==> src/rtl/core/dfd_pkg.sv <==
// ----------------------------------------------------------------------------
// dfd_pkg
// Types and constants shared by the deauthentication flood detector modules.
// ----------------------------------------------------------------------------
package dfd_pkg;

    localparam int unsigned ADDR_W   = 48;
    localparam int unsigned TICK_W   = 32;
    localparam int unsigned THRESH_W = 8;
    localparam int unsigned RCNT_W   = 6;
    localparam int unsigned CFG_IDX_W = 2;
    localparam int unsigned CFG_DATA_W = 32;

    // Saturation value of the reported recent count.
    localparam int unsigned RCNT_MAX = 63;

    // Register indexes of the configuration port.
    localparam logic [CFG_IDX_W-1:0] CFG_DETECT_ENABLE   = 2'd0;
    localparam logic [CFG_IDX_W-1:0] CFG_WINDOW_TICKS    = 2'd1;
    localparam logic [CFG_IDX_W-1:0] CFG_COUNT_THRESHOLD = 2'd2;

    // Register reset values.
    localparam logic                DETECT_ENABLE_RST   = 1'b1;
    localparam logic [TICK_W-1:0]   WINDOW_TICKS_RST    = 32'd5000;
    localparam logic [THRESH_W-1:0] COUNT_THRESHOLD_RST = 8'd10;

    typedef struct packed {
        logic [ADDR_W-1:0] ap_address;
        logic [TICK_W-1:0] now_tick;
    } in_word_t;

    typedef struct packed {
        logic              alert;
        logic [RCNT_W-1:0] recent_count;
        logic [ADDR_W-1:0] alert_address;
        logic [TICK_W-1:0] alerts_total;
    } out_word_t;

    // Broadcast from the controller to every record cell.
    typedef struct packed {
        logic              clear;
        logic [TICK_W-1:0] wr_stamp;
        logic [TICK_W-1:0] now_tick;
        logic [TICK_W-1:0] window_ticks;
    } cell_ctrl_t;

    typedef enum logic [1:0] {
        ST_IDLE,
        ST_WALK,
        ST_FINISH
    } state_t;

endpackage

==> src/rtl/core/dfd_cell.sv <==
// ----------------------------------------------------------------------------
// dfd_cell
// One record of the ring: a stored stamp with its valid mark, and one stage
// of the counting chain that adds this record's hit to the passing count.
// ----------------------------------------------------------------------------
module dfd_cell #(
    parameter int unsigned CNT_W = 6
) (
    input  logic                aclk,
    input  logic                aresetn,
    input  logic                wr_en,
    input  dfd_pkg::cell_ctrl_t ctrl,
    input  logic                tok_in_valid,
    input  logic [CNT_W-1:0]    tok_in_count,
    output logic                tok_out_valid,
    output logic [CNT_W-1:0]    tok_out_count,
    output logic                rec_valid
);

    logic [dfd_pkg::TICK_W-1:0] stamp_reg;
    logic                       valid_reg;
    logic                       valid_next;
    logic                       tok_valid_reg;
    logic [CNT_W-1:0]           tok_count_reg;
    logic [dfd_pkg::TICK_W-1:0] age;
    logic                       hit;

    // Wrapped age; the record counts when it is strictly younger than the window.
    assign age = ctrl.now_tick - stamp_reg;
    assign hit = valid_reg && (age < ctrl.window_ticks);

    always_comb begin
        valid_next = valid_reg;
        if (wr_en) begin
            valid_next = 1'b1;
        end else if (ctrl.clear) begin
            valid_next = 1'b0;
        end
    end

    always_ff @(posedge aclk) begin
        if (!aresetn) begin
            valid_reg     <= 1'b0;
            tok_valid_reg <= 1'b0;
        end else begin
            valid_reg     <= valid_next;
            tok_valid_reg <= tok_in_valid;
        end
    end

    always_ff @(posedge aclk) begin
        if (wr_en) begin
            stamp_reg <= ctrl.wr_stamp;
        end
        if (tok_in_valid) begin
            tok_count_reg <= tok_in_count + CNT_W'(hit);
        end
    end

    assign tok_out_valid = tok_valid_reg;
    assign tok_out_count = tok_count_reg;
    assign rec_valid     = valid_reg;

endmodule

==> config.mk <==
export PLATFORM = sky130hd
export DESIGN_NAME = dfd_cell
export DESIGN_NICKNAME = d
export VERILOG_FILES = /design/src/rtl/core/dfd_pkg.sv /design/src/rtl/core/dfd_cell.sv
export SDC_FILE = /design/constraint.sdc
export NUM_CORES = 1
export LEC_CHECK = 0
export ABC_AREA = 0
export ABC_CLOCK_PERIOD_IN_PS = 12690
export BUFFER_PORTS_ARGS = -buffer_cell sky130_fd_sc_hd__buf_4
export CORE_ASPECT_RATIO = 0.75
export CORE_MARGIN = 2
export CORE_UTILIZATION = 58
export DETAILED_ROUTE_END_ITERATION = 16
export PLACE_DENSITY = 0.95
export SLEW_MARGIN = 10
export SYNTH_ARGS = -nofsm -noshare
export SYNTH_HDL_FRONTEND = slang
export SYNTH_SLANG_ARGS = --single-unit
==> constraint.sdc <==
create_clock -name aclk -period 12.69 [get_ports aclk]
set_input_delay 2.538 -clock aclk [delete_from_list [all_inputs] [get_ports aclk]]
set_output_delay 2.538 -clock aclk [all_outputs]
set_load 0.02 [all_outputs]
==> reports/metrics.yaml <==
ios: 115
synth_xor_area_frac: 0.0693
clock_power_share: 0.181
synthSimpleGateAreaFrac: 0.122
dp_hpwl_um: 8750
largest_reg_flops: 32
synthCells: 448
grt_pass1_wl_um: 17000
grt_overflow: 0
yosysTopAreaCellShare: 0.282
cts_tree: "built"
crit_buf_inv: 3
clkSlewWorstSetupHoldPaths_ns: 0.08
final-hold-violation-count: 0
critPathMaxFanout: 3
relSlewSlack: 0.646
yosysWarnings: 0
postCtsSetupBuffers: 0
first_pass_iters: 6
ys_seq_area_frac: 0.292
synth_cell_types: 59
vdd_drop_max_mv: 0.0826
syn_area_sq_um: 4040
htreeDepth: 2
total_power_uw: 491
critPathTopFamily: "compound AO/OA/AOI/OAI gates"
setup_viol: 0
synth_compound_area_frac: 0.225
grt_usage: 0.277
slew_violations: 0
fin_crit_sh: 0.521
placedCellCount: 635
power.density_nw_per_um2: 97.6
worstSkewPairLatency_ns: 0.29
area_growth_pct: 24.5
syn_nets: 620
die_area_sq_um: 7660
io_buffers: 114
startpoint_type: "input pin"
worst_slew_pin_slew_ns: 0.526
power.share.switching: 0.368
endpoint_kind: "register"
gp_congestion: 1.04
p_int_uw: 311
antenna_found_initial: 0
cpMostUsedCell: "ha_1"
p_leak_nw: 2.54
post-route-util: 0.744
num_rows: 26
initial_utilization: 0.597
cts_root_buf: "clkbuf_8"
cp_slowest_cell: "fa_1"
fin_crit_ns: 6.61
synth_ff_type: "edfxtp_1"
yosys.area.top_type: "edfxtp_1"
arrival_ns: 6.66
fin_worst_skew_ns: 0.00389
min-delay-path-class: "register to register"
via_per_inst: 5.90
synthArstFlopShare: 0
status: "finished clean"
cts_buffers: 5
synth_area_per_cell_sq_um: 9.02
die_w_um: 100
via_count: 3796
synth_edf_count: 38
net-switching-power_uw: 181
synth_top_family_by_area: "compound AO/OA/AOI/OAI gates"
diodes: 0
cp_cell_sequence: "buf_4 -> inv_1 -> ha_1 -> inv_1 -> fa_1 -> a21o_1 -> and4_1 -> o21ai_0 -> a211oi_1 -> o31a_1 -> nand4b_1 -> o211ai_1 -> ha_1 -> nand4_1 -> nor4_1 -> o21ai_0 -> nand3b_1 -> a21oi_1 -> and3_1 -> ha_1 -> ha_1 -> nand3_1 -> xnor2_1"
rsz0062_at_grt: "false"
cts_resized: 0
remaining_drc_errors: 0
clock_sinks: 40
wl_um: 10300
maxCapViolations: 0
criticalPathCategory: "input pin to register"
grt_max_degree: 34
max_freq_mhz: 151
fin_tns_setup_ns: 0
grt_pass1_vias: 3693
fin_cells: 643
clock_path_buffers: 2
coreArea_sq_um: 6770
synth_area_leaders: "edfxtp_1 28%, ha_1 20%, inv_1 6.7%, a21o_1 4.5%, xnor2_1 4.3%"
muxShareOfSynthArea: 0.00495
wl_per_cell_um: 16.0
layout.nets: 730
pwr-share-comb: 0.496
worstPathRequired_ns: 12.74
seqPwrFrac: 0.324
drive_above_1_share: 0.243
yosys.area_share.adder: 0.203
max_stage_delay_ns: 0.40
cts_hold_buffers: 0
ys_ff_latch: 40
die_h_um: 76.3
dr.first_iter.drc_count: 439
ant_nets: 0
final cells by class:
cell class	instances	area (sq um)
Timing Repair Buffer	114	856
Tap cell	84	105
Clock inverter	2	15.0
Fill cell	495	1730
Inverter	72	270
Clock buffer	6	82.6
Sequential cell	40	1180
Multi-Input combinational cell	325	2520
cell usage after synthesis, types with 3 or more instances:
cell	n
a211oi_1	6
o21a_1	6
ha_1	64
o31ai_1	3
a21o_1	24
inv_1	72
and3_1	5
a21oi_2	4
buf_4	4
a31oi_1	4
xnor2_1	20
nand4_1	11
nand3_1	11
a21oi_1	33
o21bai_1	5
xor2_1	12
clkbuf_1	3
nand2_1	22
o211ai_1	5
edfxtp_1	38
o21ai_0	16
nor2_1	25
nor2b_1	6
path summary, 6_finish.rpt:
kind,start,to,slack [ns],depth (start not counted)
min reg2reg,rec_valid,rec_valid,0.72,2
max reg2reg,stamp_reg[0],tok_out_count[4],8.14,21
min,rec_valid,rec_valid,0.72,2
max,ctrl[32],tok_out_count[4],6.08,23
tightest hold or removal path, delay by kind of cell (launching register included):
family           cells  cell delay (ns)
flip-flops           1             0.38
AND/OR/NAND/NOR      1             0.15
AO/OA/AOI/OAI        1             0.15
metal layers:
layer	global-route usage	vias up	routed length, um
met1	0.401	1715	4540
met5	0	-	0
li1	-	1833	-
met4	0.0630	0	60
met3	0.0532	8	1050
met2	0.431	240	4630
placed cells by master (no fill, tap or decap), drive strengths merged, types with 6 or more instances in the layout:
cell,n
edfxtp,38
ha,64
and3,6
xnor2,20
inv,72
nand2,22
a211oi,6
a21o,25
nand4,12
buf,114
xor2,12
nor2,25
nand3,11
nor2b,6
o21a,6
o21ai,18
clkbuf,6
a21oi,37
kinds of logic after synthesis:
kind of cell / count (synthesis)
xor+xnor: 32
flops: 40
fa+ha+maj: 65
compound gates: 130
buf+inv: 83
simple gates: 96
mux: 2
power by group through the flow:
stage	Sequential (mW)	Combinational, mW	Clock [mW]
floorplan	0.163	0.161	0
global placement	0.161	0.225	0
detailed placement	0.162	0.237	0
CTS	0.159	0.238	0.0918
global route	0.160	0.270	0.0964
finish	0.159	0.243	0.0887
per-stage QoR:
step | instance area [sq um] | hold WS [ns] | worst slack, ns
6_report | 5030 | 0.720 | 6.08
5_1_grt | 5030 | 0.746 | 5.80
4_1_cts | 5030 | 0.710 | 6.16
3_5_place_dp | 4940 | 0.695 | 5.85
3_3_place_gp | 4940 | 0.679 | 6.04
2_1_floorplan | 4040 | 0.706 | 6.42
No activity file was read; power rests on OpenSTA's default activity.
